[src/hdl/idw_pkg.sv]
// Shared widths, constants and types for the inverse distance weighting block.
`default_nettype none
package idw_pkg;
    localparam int W_FRAC  = 16;             // weight fraction bits (Q1.16)
    localparam int DIST_W  = 24;             // signed distance width
    localparam int DMAG_W  = DIST_W - 1;     // clamped magnitude width
    localparam int Q_W     = W_FRAC + 2;     // ratio quotient, below 4.0
    localparam int Q2_W    = 2 * Q_W - W_FRAC;
    localparam int R_W     = 2 * Q2_W - W_FRAC;
    localparam int SUM_W   = R_W + 2;
    localparam int WGT_W   = W_FRAC + 1;
    localparam int SUM2_W  = WGT_W + 2;
    localparam int IN_TDATA_W  = 4 * DIST_W;
    localparam int OUT_TDATA_W = ((4 * WGT_W + 7) / 8) * 8;

    localparam logic [R_W-1:0]   RATIO_MAX    = {R_W{1'b1}};
    localparam logic [WGT_W-1:0] ONE_W        = WGT_W'(1) << W_FRAC;
    localparam logic [WGT_W-1:0] THRESH_RESET = WGT_W'(655);

    typedef struct packed {
        logic zero;   // divisor distance is zero
        logic sat;    // ratio at or above 4.0
    } ratio_flags_t;
endpackage
`default_nettype wire

[src/hdl/idw_div.sv]
// Pipelined restoring divider, one quotient bit per stage.
`default_nettype none
module idw_div
    import idw_pkg::*;
#(
    parameter int DEN_W  = 23,
    parameter int QUO_W  = 18,
    parameter int SIDE_W = 1
)
(
    input  wire logic                    clk,
    input  wire logic                    rst_n,
    input  wire logic                    en,
    input  wire logic                    in_valid,
    input  wire logic [DEN_W+QUO_W-1:0]  num,
    input  wire logic [DEN_W-1:0]        den,
    input  wire logic [SIDE_W-1:0]       side_in,
    output logic                         out_valid,
    output logic [QUO_W-1:0]             quo,
    output logic [SIDE_W-1:0]            side_out
);
    localparam int NUM_W = DEN_W + QUO_W;

    logic [DEN_W-1:0]  rem_reg  [QUO_W];
    logic [DEN_W-1:0]  den_reg  [QUO_W];
    logic [QUO_W-1:0]  low_reg  [QUO_W];
    logic [QUO_W-1:0]  quo_reg  [QUO_W];
    logic [SIDE_W-1:0] side_reg [QUO_W];
    logic              vld_reg  [QUO_W];

    for (genvar s = 0; s < QUO_W; s++) begin : g_stage
        logic [DEN_W-1:0]  rem_i;
        logic [DEN_W-1:0]  den_i;
        logic [QUO_W-1:0]  low_i;
        logic [QUO_W-1:0]  quo_i;
        logic [SIDE_W-1:0] side_i;
        logic              vld_i;
        logic [DEN_W:0]    trial;
        logic [DEN_W:0]    diff;
        logic              ge;

        if (s == 0) begin : g_first
            assign rem_i  = num[NUM_W-1:QUO_W];
            assign den_i  = den;
            assign low_i  = num[QUO_W-1:0];
            assign quo_i  = '0;
            assign side_i = side_in;
            assign vld_i  = in_valid;
        end else begin : g_next
            assign rem_i  = rem_reg[s-1];
            assign den_i  = den_reg[s-1];
            assign low_i  = low_reg[s-1];
            assign quo_i  = quo_reg[s-1];
            assign side_i = side_reg[s-1];
            assign vld_i  = vld_reg[s-1];
        end

        assign trial = {rem_i, low_i[QUO_W-1]};
        assign ge    = trial >= {1'b0, den_i};
        assign diff  = trial - {1'b0, den_i};

        always_ff @(posedge clk or negedge rst_n)
        begin
            if (!rst_n)
            begin
                vld_reg[s] <= 1'b0;
            end
            else if (en)
            begin
                vld_reg[s] <= vld_i;
            end
        end

        always_ff @(posedge clk)
        begin
            if (en)
            begin
                rem_reg[s]  <= ge ? diff[DEN_W-1:0] : trial[DEN_W-1:0];
                den_reg[s]  <= den_i;
                low_reg[s]  <= {low_i[QUO_W-2:0], 1'b0};
                quo_reg[s]  <= {quo_i[QUO_W-2:0], ge};
                side_reg[s] <= side_i;
            end
        end
    end

    assign out_valid = vld_reg[QUO_W-1];
    assign quo       = quo_reg[QUO_W-1];
    assign side_out  = side_reg[QUO_W-1];
endmodule
`default_nettype wire

[config.mk]
export PLATFORM = sky130hd
export DESIGN_NAME = idw_div
export DESIGN_NICKNAME = d
export VERILOG_FILES = /design/src/hdl/idw_pkg.sv /design/src/hdl/idw_div.sv
export SDC_FILE = /design/constraint.sdc
export NUM_CORES = 2
export LEC_CHECK = 0
export ABC_AREA = 1
export BUFFER_PORTS_ARGS = -buffer_cell sky130_fd_sc_hd__clkbuf_2
export CAP_MARGIN = 20
export CORE_ASPECT_RATIO = 0.5
export CORE_MARGIN = 2
export CORE_UTILIZATION = 35
export CTS_CLUSTER_DIAMETER = 50
export DETAILED_ROUTE_END_ITERATION = 12
export REMOVE_ABC_BUFFERS = 1
export SYNTH_ARGS = -nofsm -noshare
export SYNTH_HDL_FRONTEND = slang
export SYNTH_SLANG_ARGS = --single-unit
[constraint.sdc]
create_clock -name clk -period 3 [get_ports clk]
set_input_delay 0 -clock clk [delete_from_list [all_inputs] [get_ports clk]]
set_output_delay 0 -clock clk [all_outputs]
set_load 0.05 [all_outputs]
# After elaboration in Yosys (flattened, before gate mapping)
# Memories as Yosys holds them, arrays and structs flattened.
# Cells that the tools add are included.
word_totals:
  register_bits: 18
  mem_bits_rw: 1476
  inputBits: 69
  output_inout_bits: 20
  elab_cells: 79
  n_memories: 5
classes:
  add_sub_neg: 18
  n_lt_le_gt_ge: 18
  muxes: 20
mem_list:
  columns: ["memory", "words", "word_bits", "read_ports", "rd_clocked_by_memory_dff", "wr", "line_no", "rtl"]
  rows:
  - ["den_reg", 18, 23, 17, 0, 18, "idw_div.sv:25", "logic [DEN_W-1:0] den_reg [QUO_W];"]
  - ["rem_reg", 18, 23, 17, 0, 18, "idw_div.sv:24", "logic [DEN_W-1:0] rem_reg [QUO_W];"]
  - ["quo_reg", 18, 18, 18, 0, 18, "idw_div.sv:27", "logic [QUO_W-1:0] quo_reg [QUO_W];"]
  - ["low_reg", 18, 17, 17, 0, 18, "idw_div.sv:26", "logic [QUO_W-1:0] low_reg [QUO_W];"]
  - ["side_reg", 18, 1, 18, 0, 18, "idw_div.sv:28", "logic [SIDE_W-1:0] side_reg [QUO_W];"]
op_table:
  columns: ["op", "count"]
  rows:
  - ["$ge A24 B23 Y1", 18]
  - ["$mux W23", 18]
  - ["$sub A23 B23 Y23", 18]
  - ["$mux W1", 2]

# Logic depth before layout (Yosys ltp)
# An unclocked memory read counts as a cell.
depth:
  ltp_word: 3
  ltp_mapped: 14
  mapped_depth_nobuf: 14

# Worst setup path after synthesis
# Ideal clock, no wire load.
synth_timing:
  kind: "register -> register"
  start: "memory den_reg[4][0]"
  end: "memory rem_reg[5][1] (data pin)"
  setup_ns: 0.257
  t_arrival_ns: 1.813
  required_ns: 2.743
  slack_ns: 0.930
  path_stages_with_launch: 12
  path_buffers: 1
  period_less_slack_ns: 2.070
  path_cell_list: "edfxtp_1 > ha_1 > fa_1 > inv_1 > nand2_1 > nand2_1 > nand3_1 > nand2_1 > nand2_2 > nand4_4 > buf_6 > o21ai_1"
synth_lines:
  columns: ["element", "line_no"]
  rows:
  - ["from (decl)", "idw_div.sv:25"]
  - ["to (decl)", "idw_div.sv:24"]

==> reports/results.tsv <==
stage	metric	value	unit
critical_path	FF-to-FF End	rem_reg[6][18]	
cts	worst-skew pair later-pin latency	0.80	ns
power_and_ir_drop	Sw Ratio	41.8	%
critical_path	crit start category	flop	
min_path	Worst Hold Path EP	den_reg[0][1]	
detailed_routing	wire per inst	15.5	um
logic_synthesis	Syn. warnings	0	
place	Placer Congestion	0.997	
logic_synthesis	#FFs+latches synth	1142	
power_and_ir_drop	Switch Pwr	32600	uW
floorplan	CORE AREA	204000	sq um
sta	TNS Setup	0	ns
floorplan	# IOs	89	
sta	Slew Viols, Final	0	
floorplan	Die X	644	um
global_routing	antenna violations before repair	0	
sta	Final WS setup	0.360	ns
critical_path	Req. time, crit path	3.62	ns
min_path	hold path start	den[1]	
finish	layout cells sized above 1	6.63	%
sta	worst rel slew slack	43.5	%
finish	Final nets	9703	
power_and_ir_drop	clock share of power	21.9	%
critical_path	r2r startpoint	den_reg[5][0]	
logic_synthesis	post-synthesis sequential area ratio	47.7	%
power_and_ir_drop	leak pwr	0.0404	uW
cts	Root Driver	clkbuf_16	
cts	Setup Buffers After CTS	0	
critical_path	Crit path top cell by count	nand2_1	
power_and_ir_drop	Int Pwr	45300	uW
floorplan	row count	117	
critical_path	reg-to-reg setup timing slack	0.36	ns
cts	CTS Hold Bufs	111	
sta	final period utilization	88.0	%
detailed_routing	Routed Antenna Nets	0	
power_and_ir_drop	sequential share of power	31.9	%
sta	hold_ws	0.0457	ns
sta	actual transition at the worst max-transition pin	0.845	ns
global_routing	first-pass GRT wire length	295000	um
finish	Area Overhead vs Synth	13.7	%
cts	PostCTS Resize Cnt	0	
critical_path	CP Data Arrival Time	3.26	ns
global_routing	largest net degree at the start of global routing	95	
floorplan	die area	209000	sq um
finish	n_diodes	0	
min_path	Hold Crit Class	in -> reg	
finish	Finished Layout Cells	12037	
sta	RSZ-0062 raised after global routing	no	
critical_path	R2R depth	12	
detailed_routing	vias per std cell	4.67	
critical_path	slowest stage cell on the critical path	edfxtp_1	
cts	Clock Sinks	1142	
global_routing	gr ovfl total	0	
power_and_ir_drop	Peak VDD IR	0.410	mV
sta	Final Hold Viols	0	
place	Port Buffers	88	
power_and_ir_drop	Total Power	77900	uW
sta	# setup viols final	0	
power_and_ir_drop	Gate power share	46.3	%
power_and_ir_drop	PwrDens	955	nW/um^2
run	max-cap violation count	0	
detailed_routing	DR DRC count	0	
logic_synthesis	Synth Area per Inst	8.10	sq um
critical_path	WS Path Type	reg -> reg	
sta	skew final	0.0445	ns
detailed_routing	1st-pass router iterations	7	
cts	Max Root-Sink Buffers	4	
critical_path	largest fanout on the critical path	36	
critical_path	CP top delay family	simple AND/OR/NAND/NOR gates	
critical_path	Crit. End Element	flop	
sta	minimum clock period	2.64	ns
logic_synthesis	Distinct cells, synth	34	
place	Placed Cells	11687	
critical_path	CP cell instances	ha_1 -> fa_1 -> inv_1 -> nand2_1 -> nand2_1 -> nand3_1 -> nand2_1 -> nand2_2 -> nand4_4 -> buf_12 -> nand3_1 -> nand2_1	
detailed_routing	final wirelength	186000	um
critical_path	Critical path buffers and inverters	2	
floorplan	Die Y	324	um
logic_synthesis	Netlist Area Pre-Place	71800	sq um
global_routing	number of global-route vias before repair	56550	
cts	Reg clk slew, reported paths	0.06	ns
place	Place WS	0.377	ns
global_routing	gr usage total	17.8	%
place	dpl hpwl	147000	um
floorplan	Starting Density	35.2	%
min_path	hold path depth	2	
detailed_routing	via count	56169	
cts	CTS tree	done	
cts	TritonCTS Buffers	140	
cts	H-tree levels	4	
run_status	status	completed	
sta	fmax	0.379	GHz
detailed_routing	Iteration-0 DRC Markers	3070	
logic_synthesis	Mapped Cells	8864	
critical_path	crit-path max cell delay	0.46	ns
per-stage QoR:
step           utilization [%]  area [sq um]
3_3_place_gp              37.3         75900
4_1_cts                   40.1         81600
6_report                  40.1         81600
5_1_grt                   40.1         81600
3_5_place_dp              37.3         75900
2_1_floorplan                -         70900
synth_stat cells:
master | number | area [sq um]
o211ai_1 | 1 | 7.51
nand4_4 | 17 | 362
a21oi_1 | 190 | 951
o21ai_1 | 160 | 801
xor2_1 | 137 | 1200
nor2_4 | 16 | 180
or2_2 | 1 | 6.26
inv_1 | 1975 | 7410
and2_1 | 35 | 219
nor2_1 | 507 | 1900
fa_1 | 17 | 340
dfrtp_1 | 18 | 450
nand3_2 | 41 | 410
buf_12 | 4 | 80.1
nand2_2 | 68 | 425
clkbuf_1 | 21 | 78.8
nand3_1 | 440 | 2200
or2_0 | 7 | 43.8
ha_1 | 414 | 5180
buf_2 | 20 | 100
o21ai_2 | 42 | 368
buf_8 | 5 | 75.1
buf_1 | 14 | 52.6
nor2_2 | 22 | 138
nand4_1 | 278 | 1740
nand3b_1 | 111 | 833
nor3_1 | 43 | 215
buf_6 | 42 | 473
inv_2 | 7 | 26.3
nand2_1 | 3045 | 11400
nand3_4 | 2 | 35.0
o21ai_0 | 23 | 115
xnor2_1 | 17 | 149
edfxtp_1 | 1124 | 33800
layer usage:
| metal | GRT usage, % | vias to the layer above | share of wire, % |
|---|---|---|---|
| li1 | - | 28780 | - |
| met1 | 18.5 | 25688 | 39 |
| met2 | 34.2 | 1119 | 52 |
| met3 | 2.27 | 582 | 3.0 |
| met4 | 11.3 | 0 | 6.9 |
| met5 | 0 | - | 0 |
how the worst max path moves through the flow:
stage	start	end	slack, ns	cells after the start
finish	den_reg[5][0]	rem_reg[6][18]	0.36	12
global route	den_reg[2][18]	rem_reg[3][18]	0.13	10
CTS	den_reg[5][0]	rem_reg[6][19]	0.35	12
detailed placement	low_reg[1][16]	rem_reg[2][9]	0.38	12
global placement	rem_reg[1][18]	rem_reg[2][10]	0.38	9
floorplan	rem_reg[7][2]	rem_reg[8][10]	0.63	8
power groups by stage:
stage	clock (uW)	sequential (uW)	combinational, uW
after global placement	0	25100	35300
final	17000	24800	36100
after detailed placement	0	25200	35800
after global routing	18300	25200	41200
after floorplan	0	24200	26200
after CTS	17600	24800	36000
area by class of cell:
cell class,count,area [sq um]
multi-input cells,5634,29300
flip-flops and latches,1142,34200
clock inverters,79,840
fillers,20540,122000
inverters,1982,7440
repair buffers,303,2740
clock buffers,160,3700
well taps,2737,3420
placed cells by master, fill, tap and decap left out, types with 41 or more instances in the layout:
| cell | count |
|---|---|
| nand3b_1 | 111 |
| clkbuf_16 | 145 |
| buf_4 | 73 |
| nand2_1 | 3045 |
| inv_1 | 1975 |
| dlygate4sd3_1 | 111 |
| nand3_2 | 41 |
| xor2_1 | 137 |
| edfxtp_1 | 1124 |
| ha_1 | 414 |
| a21oi_1 | 190 |
| nor2_1 | 507 |
| o21ai_1 | 160 |
| nand4_1 | 278 |
| nand2_2 | 68 |
| nor3_1 | 43 |
| o21ai_2 | 42 |
| clkbuf_2 | 87 |
| nand3_1 | 440 |
logic make-up after synthesis:
kind of cell	Yosys count	synth area share, %
and+or+nand+nor	4633	28.1
buffers and inverters	2088	11.6
adders and majority gates	431	7.69
DFF	1142	47.7
AOI/OAI and AO/OA	416	3.12
xor gates and xnor gates	154	1.88
(Power assumes the default switching activity.)
