==> src/hdl/idw_pkg.sv <==
// Shared widths, constants and types for the inverse distance weighting block.
`default_nettype none
package idw_pkg;
    localparam int W_FRAC  = 16;             // weight fraction bits (Q1.16)
    localparam int DIST_W  = 24;             // signed distance width
    localparam int DMAG_W  = DIST_W - 1;     // clamped magnitude width
    localparam int Q_W     = W_FRAC + 2;     // ratio quotient, below 4.0
    localparam int Q2_W    = 2 * Q_W - W_FRAC;
    localparam int R_W     = 2 * Q2_W - W_FRAC;
    localparam int SUM_W   = R_W + 2;
    localparam int WGT_W   = W_FRAC + 1;
    localparam int SUM2_W  = WGT_W + 2;
    localparam int IN_TDATA_W  = 4 * DIST_W;
    localparam int OUT_TDATA_W = ((4 * WGT_W + 7) / 8) * 8;

    localparam logic [R_W-1:0]   RATIO_MAX    = {R_W{1'b1}};
    localparam logic [WGT_W-1:0] ONE_W        = WGT_W'(1) << W_FRAC;
    localparam logic [WGT_W-1:0] THRESH_RESET = WGT_W'(655);

    typedef struct packed {
        logic zero;   // divisor distance is zero
        logic sat;    // ratio at or above 4.0
    } ratio_flags_t;
endpackage
`default_nettype wire

==> src/hdl/idw_div.sv <==
// Pipelined restoring divider, one quotient bit per stage.
`default_nettype none
module idw_div
    import idw_pkg::*;
#(
    parameter int DEN_W  = 23,
    parameter int QUO_W  = 18,
    parameter int SIDE_W = 1
)
(
    input  wire logic                    clk,
    input  wire logic                    rst_n,
    input  wire logic                    en,
    input  wire logic                    in_valid,
    input  wire logic [DEN_W+QUO_W-1:0]  num,
    input  wire logic [DEN_W-1:0]        den,
    input  wire logic [SIDE_W-1:0]       side_in,
    output logic                         out_valid,
    output logic [QUO_W-1:0]             quo,
    output logic [SIDE_W-1:0]            side_out
);
    localparam int NUM_W = DEN_W + QUO_W;

    logic [DEN_W-1:0]  rem_reg  [QUO_W];
    logic [DEN_W-1:0]  den_reg  [QUO_W];
    logic [QUO_W-1:0]  low_reg  [QUO_W];
    logic [QUO_W-1:0]  quo_reg  [QUO_W];
    logic [SIDE_W-1:0] side_reg [QUO_W];
    logic              vld_reg  [QUO_W];

    for (genvar s = 0; s < QUO_W; s++) begin : g_stage
        logic [DEN_W-1:0]  rem_i;
        logic [DEN_W-1:0]  den_i;
        logic [QUO_W-1:0]  low_i;
        logic [QUO_W-1:0]  quo_i;
        logic [SIDE_W-1:0] side_i;
        logic              vld_i;
        logic [DEN_W:0]    trial;
        logic [DEN_W:0]    diff;
        logic              ge;

        if (s == 0) begin : g_first
            assign rem_i  = num[NUM_W-1:QUO_W];
            assign den_i  = den;
            assign low_i  = num[QUO_W-1:0];
            assign quo_i  = '0;
            assign side_i = side_in;
            assign vld_i  = in_valid;
        end else begin : g_next
            assign rem_i  = rem_reg[s-1];
            assign den_i  = den_reg[s-1];
            assign low_i  = low_reg[s-1];
            assign quo_i  = quo_reg[s-1];
            assign side_i = side_reg[s-1];
            assign vld_i  = vld_reg[s-1];
        end

        assign trial = {rem_i, low_i[QUO_W-1]};
        assign ge    = trial >= {1'b0, den_i};
        assign diff  = trial - {1'b0, den_i};

        always_ff @(posedge clk or negedge rst_n)
        begin
            if (!rst_n)
            begin
                vld_reg[s] <= 1'b0;
            end
            else if (en)
            begin
                vld_reg[s] <= vld_i;
            end
        end

        always_ff @(posedge clk)
        begin
            if (en)
            begin
                rem_reg[s]  <= ge ? diff[DEN_W-1:0] : trial[DEN_W-1:0];
                den_reg[s]  <= den_i;
                low_reg[s]  <= {low_i[QUO_W-2:0], 1'b0};
                quo_reg[s]  <= {quo_i[QUO_W-2:0], ge};
                side_reg[s] <= side_i;
            end
        end
    end

    assign out_valid = vld_reg[QUO_W-1];
    assign quo       = quo_reg[QUO_W-1];
    assign side_out  = side_reg[QUO_W-1];
endmodule
`default_nettype wire

==> src/hdl/idw_ratio.sv <==
// One ratio lane: (d0/di)^4 via pipelined divide and two squarings.
`default_nettype none
module idw_ratio
    import idw_pkg::*;
(
    input  wire logic              clk,
    input  wire logic              rst_n,
    input  wire logic              en,
    input  wire logic              in_valid,
    input  wire logic [DMAG_W-1:0] d0,
    input  wire logic [DMAG_W-1:0] di,
    output logic                   out_valid,
    output logic [R_W-1:0]         ratio
);
    ratio_flags_t          flags_in;
    ratio_flags_t          div_flags;
    logic                  div_valid;
    logic [Q_W-1:0]        q;
    logic [2*Q_W-1:0]      q_sq;
    logic [2*Q2_W-1:0]     q2_sq;
    logic [Q2_W-1:0]       q2_reg;
    ratio_flags_t          f1_reg;
    logic                  v1_reg;
    logic [R_W-1:0]        r_reg;
    logic                  v2_reg;

    assign flags_in.zero = (di == '0);
    assign flags_in.sat  = {2'b00, d0} >= {di, 2'b00};

    idw_div #(.DEN_W(DMAG_W), .QUO_W(Q_W), .SIDE_W($bits(ratio_flags_t))) u_div (
        .clk       (clk),
        .rst_n     (rst_n),
        .en        (en),
        .in_valid  (in_valid),
        .num       ({2'b00, d0, {W_FRAC{1'b0}}}),
        .den       (di),
        .side_in   (flags_in),
        .out_valid (div_valid),
        .quo       (q),
        .side_out  (div_flags)
    );

    assign q_sq  = q * q;
    assign q2_sq = q2_reg * q2_reg;

    always_ff @(posedge clk or negedge rst_n)
    begin
        if (!rst_n)
        begin
            v1_reg <= 1'b0;
            v2_reg <= 1'b0;
        end
        else if (en)
        begin
            v1_reg <= div_valid;
            v2_reg <= v1_reg;
        end
    end

    always_ff @(posedge clk)
    begin
        if (en)
        begin
            q2_reg <= q_sq[2*Q_W-1:W_FRAC];
            f1_reg <= div_flags;
            if (f1_reg.zero)
            begin
                r_reg <= '0;
            end
            else if (f1_reg.sat)
            begin
                r_reg <= RATIO_MAX;
            end
            else
            begin
                r_reg <= q2_sq[2*Q2_W-1:W_FRAC];
            end
        end
    end

    assign out_valid = v2_reg;
    assign ratio     = r_reg;
endmodule
`default_nettype wire

==> config.mk <==
export PLATFORM = sky130hd
export DESIGN_NAME = idw_ratio
export DESIGN_NICKNAME = d
export VERILOG_FILES = /design/src/hdl/idw_pkg.sv /design/src/hdl/idw_div.sv /design/src/hdl/idw_ratio.sv
export SDC_FILE = /design/constraint.sdc
export NUM_CORES = 2
export LEC_CHECK = 0
export ABC_AREA = 1
export BUFFER_PORTS_ARGS = -buffer_cell sky130_fd_sc_hd__buf_4
export CELL_PAD_IN_SITES_DETAIL_PLACEMENT = 1
export CELL_PAD_IN_SITES_GLOBAL_PLACEMENT = 2
export CORE_ASPECT_RATIO = 0.7
export CORE_MARGIN = 5
export CORE_UTILIZATION = 45
export CTS_CLUSTER_SIZE = 24
export DETAILED_ROUTE_END_ITERATION = 10
export PLACE_DENSITY = 0.87
export SYNTH_ARGS = -nofsm -noshare
export SYNTH_HDL_FRONTEND = slang
export SYNTH_SLANG_ARGS = --single-unit
==> constraint.sdc <==
create_clock -name clk -period 10 [get_ports clk]
set_clock_uncertainty 0.05 [all_clocks]
set_input_delay 1 -clock clk [delete_from_list [all_inputs] [get_ports clk]]
set_output_delay 1 -clock clk [all_outputs]
set_load 0.03 [all_outputs]
== Yosys cells after proc, flatten, opt, wreduce, memory -nomap -nowiden ==
Memory sizes are Yosys's and may differ from the RTL's. A register that Yosys moved wholly into a read port is not among the register bits.
Cells that the tools add are included.
Word-level totals
  register bits after elaboration: 64
  RAM bits: 1494
  output and inout port bits: 25
  memories: 5
Memories
  u_div.den_reg: depth 18, width 23, read ports 17, clocked after memory_dff 0, write ports 18, line idw_div.sv:25  | logic [DEN_W-1:0] den_reg [QUO_W];
  u_div.rem_reg: depth 18, width 23, read ports 17, clocked after memory_dff 0, write ports 18, line idw_div.sv:24  | logic [DEN_W-1:0] rem_reg [QUO_W];
  u_div.quo_reg: depth 18, width 18, read ports 18, clocked after memory_dff 0, write ports 18, line idw_div.sv:27  | logic [QUO_W-1:0] quo_reg [QUO_W];
  u_div.low_reg: depth 18, width 17, read ports 17, clocked after memory_dff 0, write ports 18, line idw_div.sv:26  | logic [QUO_W-1:0] low_reg [QUO_W];
  u_div.side_reg: depth 18, width 2, read ports 18, clocked after memory_dff 1, write ports 18, line idw_div.sv:28  | logic [SIDE_W-1:0] side_reg [QUO_W];
Operators by class
  add/sub/neg operators: 18
  $mul: 2
  $lt $le $gt $ge: 19
  muxes and demuxes: 21
  reductions and logical operators: 1
Operators with widths (count)
  23-bit two-way mux: 18
  24-bit by 23-bit greater-or-equal comparator with 1-bit output: 17
  23-bit subtractor: 17
  20-bit by 20-bit multiplier with 40-bit output: 1
  18-bit by 18-bit multiplier with 36-bit output: 1
  23-bit by 25-bit greater-or-equal comparator with 1-bit output: 1
  24-bit two-way mux: 1
  22-bit by 23-bit greater-or-equal comparator with 1-bit output: 1
  23-bit zero test: 1
  22-bit by 23-bit subtractor with 23-bit output: 1
  1-bit two-way mux: 2

== Logic depth before layout (Yosys ltp) ==
An unclocked memory read counts as a cell.
  word-level depth: 3
  mapped depth: 31
  mapped depth without buffers: 30

== Cells and area by module ==
A second synthesis with hierarchy kept.
Unflattened totals
  cell total of the unflattened synthesis: 11879
  area total of the unflattened synthesis: 96322.4 um^2
By module, submodules not included
  idw_div: times used 1, cells each 8874, area each 72448.2 um^2, sequential area each 34743.3 um^2
  idw_ratio: times used 1, cells each 3005, area each 23874.1 um^2, sequential area each 1431.4 um^2

== Worst setup path before layout ==
No wires, ideal clock.
  path type: register to register
  start point: register q2_reg[2]
  end point: register r_reg[5] (netlist: ratio[5]) (data pin)
  setup time: 0.255 ns
  arrival: 6.160 ns
  setup slack: 3.535 ns
  cell stages (with the launch flop): 28
  clock period less this slack: 6.465 ns
  cells stage by stage: edfxtp_1 -> clkbuf_1 -> buf_1 -> nand2_1 -> fa_1 -> inv_1 -> fa_1 -> inv_1 -> fa_1 -> inv_1 -> fa_1 -> inv_1 -> fa_1 -> inv_1 -> fa_1 -> inv_1 -> fa_1 -> inv_1 -> ha_1 -> nand2_1 -> inv_1 -> a21oi_1 -> nand2_1 -> nand2_1 -> nand3_1 -> xor2_1 -> o21ai_0 -> inv_1
On the way
  longest elaborated chain between the ends: 2
Ends and longest elaborated chain
  from (decl): line idw_ratio.sv:21  | logic [Q2_W-1:0] q2_reg;
  from (signal assigned): line idw_ratio.sv:64  | q2_reg <= q_sq[2*Q_W-1:W_FRAC];
  20-bit by 20-bit multiplier with 40-bit output: line idw_ratio.sv:44  | assign q2_sq = q2_reg * q2_reg;
  24-bit two-way mux: line idw_ratio.sv:70  | else if (f1_reg.sat)
  to (signal assigned): line idw_ratio.sv:76  | r_reg <= q2_sq[2*Q2_W-1:W_FRAC];
  to (decl): line idw_ratio.sv:24  | logic [R_W-1:0] r_reg;
Every way passes these cells.
A chain may end at the register's enable or synchronous reset.

== Worst setup path in the final report ==
  start point: register q2_reg[19]
  end point: register r_reg[15] (netlist: ratio[15]) (data pin)
The elaborated chain is that of the path after synthesis.

==> results.py <==
metrics = {
    "run_status": {
        "status": "completed",
    },
    "logic_synthesis": {
        "ys_ff_latch": 1056,
        "synth_seq_area_share_pct": 38.38,
        "synth_area_um2": 82370,
        "yosysTopAreaCell": "edfxtp_1",
        "synth.area.top_cells": "edfxtp_1 38%, fa_1 12%, ha_1 11%",
        "synth_edf_count": 1036,
        "ys_types": 47,
        "synthFlopType": "edfxtp_1",
        "syn_nets": 10610,
        "synthCells": 9357,
        "synth.yosys.warnings": 0,
        "synthArstFlopShare_pct": 1.894,
        "syn_avg_cell_area_um2": 8.803,
        "synth_top_area_share_pct": 37.77,
    },
    "timing": {
        "hold_viol": 0,
        "slew_headroom_pct": 20.77,
        "max_freq_mhz": 134.2,
        "setup_violations": 0,
        "whs_ns": 0.06516,
        "slew_violations": 0,
        "rsz0062_at_grt": "no",
        "fin_crit_ns": 7.452,
        "tightest_slew_ns": 1.188,
        "finalCritPeriodShare_pct": 74.52,
        "tns_ns": 0,
    },
    "clock_tree": {
        "root_buffer": "clkbuf_16",
        "cts_tree": "built",
        "cts_hold_buf": 0,
        "clockBufferDepth": 3,
        "clock_latency_ns": 0.76,
        "htree_num_levels": 3,
        "ctsResizeCount": 0,
        "path_clk_slew_ns": 0.07,
        "cts_made_buffers": 110,
        "postCtsSetupBuffers": 0,
        "clock-sinks": 1056,
    },
    "worst_setup_path": {
        "path_cells": "nand2_1, fa_1, fa_1, inv_1, fa_1, fa_1, fa_1, fa_1, inv_1, fa_1, inv_1, ha_1, nand2_1, nor2_1, nand3_1, nor2_1, nand2_1, nand3_1, nand2_1, nand3_1, nand3_1, nand2_1, inv_1",
        "r2r-end": "ratio[15]$_SDFFCE_PP0P_",
        "cpPeakStageDelay_ns": 0.96,
        "cp_top_family": "adder cells",
        "arrival_ns": 7.91,
        "critPathSlowestCell": "edfxtp_1",
        "r2r_slack_ns": 2.55,
        "worstSetupPathDepth": 23,
        "critPathRequiredTime_ns": 10.45,
        "crit_buf_inv": 4,
        "cp-startpoint": "q2_reg[19]$_DFFE_PP_",
        "r2r_start": "q2_reg[19]$_DFFE_PP_",
        "worst-path-max-fanout": 20,
        "cp-endpoint": "ratio[15]$_SDFFCE_PP0P_",
        "crit_path_end_kind": "register",
        "crit_type": "reg -> reg",
        "reg2reg_depth": 23,
        "crit_top_cell": "fa_1",
        "critPathLaunchType": "register",
    },
    "drt": {
        "drtPass1Iterations": 5,
        "vias": 64420,
        "ant_nets": 0,
        "drtIter0Drc": 4601,
        "drc": 0,
        "wl_um": 251900,
        "routed_via_density": 5.377,
        "wl_per_cell_um": 21.02,
    },
    "grt": {
        "grt_max_degree": 185,
        "grt_pass1_vias": 68150,
        "grt_usage_pct": 26.11,
        "grt_pass1_wl_um": 394200,
        "grt.overflow.total": 0,
        "antenna_found_initial": 6,
    },
    "place": {
        "placed_area_um2": 85640,
        "numPortBuffers": 74,
        "gp_congestion": 0.9209,
        "dp_hpwl_um": 203900,
    },
    "die": {
        "ios": 75,
        "rows": 131,
        "start_util_pct": 45.23,
        "die_area_um2": 191800,
        "die_w_um": 521.4,
        "die_h_um": 368.0,
        "core_um2": 182100,
    },
    "cells_and_area": {
        "multiInputGateArea_um2": 43110,
        "nets": 10680,
        "final_cell_mix": "1966 x nand2_1, 1846 x inv_1, 1036 x edfxtp_1, 791 x nor2_1, 764 x a21oi_1",
        "syn2layout_area_growth_pct": 8.712,
        "nFillCells": 21300,
        "final_cell_area_um2": 89540,
        "seqCellArea_um2": 31610,
        "final_common_cell": "nand2_1",
        "drive_above_1_share_pct": 3.582,
    },
    "min_path": {
        "hp-class": "in -> async",
    },
    "job": {
        "max-cap-violations": 0,
    },
}
[worst min path at each step]
stage	startpoint	end	slack (ns)	cells after the start
CTS	rst_n	u_div.g_stage[1].vld_i$_DFFE_PN0P_	0.009	1
global placement	u_div.side_reg[13][0]$_DFFE_PP_	u_div.side_reg[14][0]$_DFFE_PP_	0.35	0
finish	rst_n	u_div.out_valid$_DFFE_PN0P_	0.07	1
global route	rst_n	u_div.g_stage[1].vld_i$_DFFE_PN0P_	0.04	1
detailed placement	u_div.quo_reg[15][4]$_DFFE_PP_	u_div.quo_reg[16][5]$_DFFE_PP_	0.36	0
floorplan	u_div.side_reg[17][0]$_DFFE_PP_	f1_reg[0]$_DFFE_PP_	0.35	0
[worst register-to-register path: stages (launching register included)]
cell and delay [ns]:
edfxtp_1 0.96, nand2_1 0.39, fa_1 0.60, fa_1 0.55, inv_1 0.06, fa_1 0.51
fa_1 0.53, fa_1 0.54, fa_1 0.56, inv_1 0.06, fa_1 0.54, inv_1 0.05
ha_1 0.43, nand2_1 0.14, nor2_1 0.24, nand3_1 0.17, nor2_1 0.12, nand2_1 0.06
nand3_1 0.24, nand2_1 0.13, nand3_1 0.09, nand3_1 0.09, nand2_1 0.09, inv_1 0.05
[synth_stat cells, types with 3 or more instances]
cell,n
nor2_1,792
nand3_1,366
o21bai_1,77
nand3b_1,71
fa_1,510
clkbuf_1,68
a21oi_1,764
nand3_2,4
nor4_1,22
xor2_1,110
buf_2,51
nor3b_1,6
o211ai_1,3
and2_1,6
nand2_1,1966
dfrtp_1,20
nor3_2,5
nor3_1,96
buf_6,3
buf_1,19
nand4_1,167
xnor2_1,156
a21o_1,34
nand4_2,7
buf_4,12
o21a_1,31
ha_1,695
o21ai_1,20
a21boi_0,33
a211oi_1,10
a31oi_1,7
edfxtp_1,1036
inv_1,1846
or2_2,18
mux2_2,3
o21ai_0,302
a21boi_1,4
o21ai_2,5
[kinds of logic after synthesis]
group           Yosys count  share of synthesized area [%]
compound gates         1293                          8.488
xor+xnor                266                          2.828
fa+ha+maj              1205                          22.95
buf+inv                2002                          9.283
flops                  1056                          38.38
mux                       3                        0.04101
simple gates           3532                          18.03
[routing by layer]
layer  wire (um)  up-vias  global-route usage, %
met1      125100    32210                  39.68
met4        5580        0                  5.513
met5           0        -                      0
met3       13630      265                  3.685
li1            -    30520                      -
met2      107500     1425                  39.68
[final cells by class]
class | count | share of cell area (%)
multi-input cells | 6299 | 48.15
clock buffers | 126 | 3.236
flip-flops and latches | 1056 | 35.30
inverters | 1849 | 7.751
well taps | 2460 | 3.437
repair buffers | 112 | 1.003
diodes | 1 | 0.002795
clock inverters | 78 | 1.119
[through the flow]
stage / std cells / setup slack [ns] / utilization, %
floorplan: 9357 / 3.535 / -
global placement: 11780 / 2.797 / 47.03
detailed placement: 11780 / 2.661 / 47.03
CTS: 11980 / 2.657 / 49.17
global route: 11980 / 2.237 / 49.17
finish: 11980 / 2.548 / 49.17
Power is left out: the tool's default activity adds up to more than one toggle a clock period on the data nets, which glitch-free logic cannot reach.
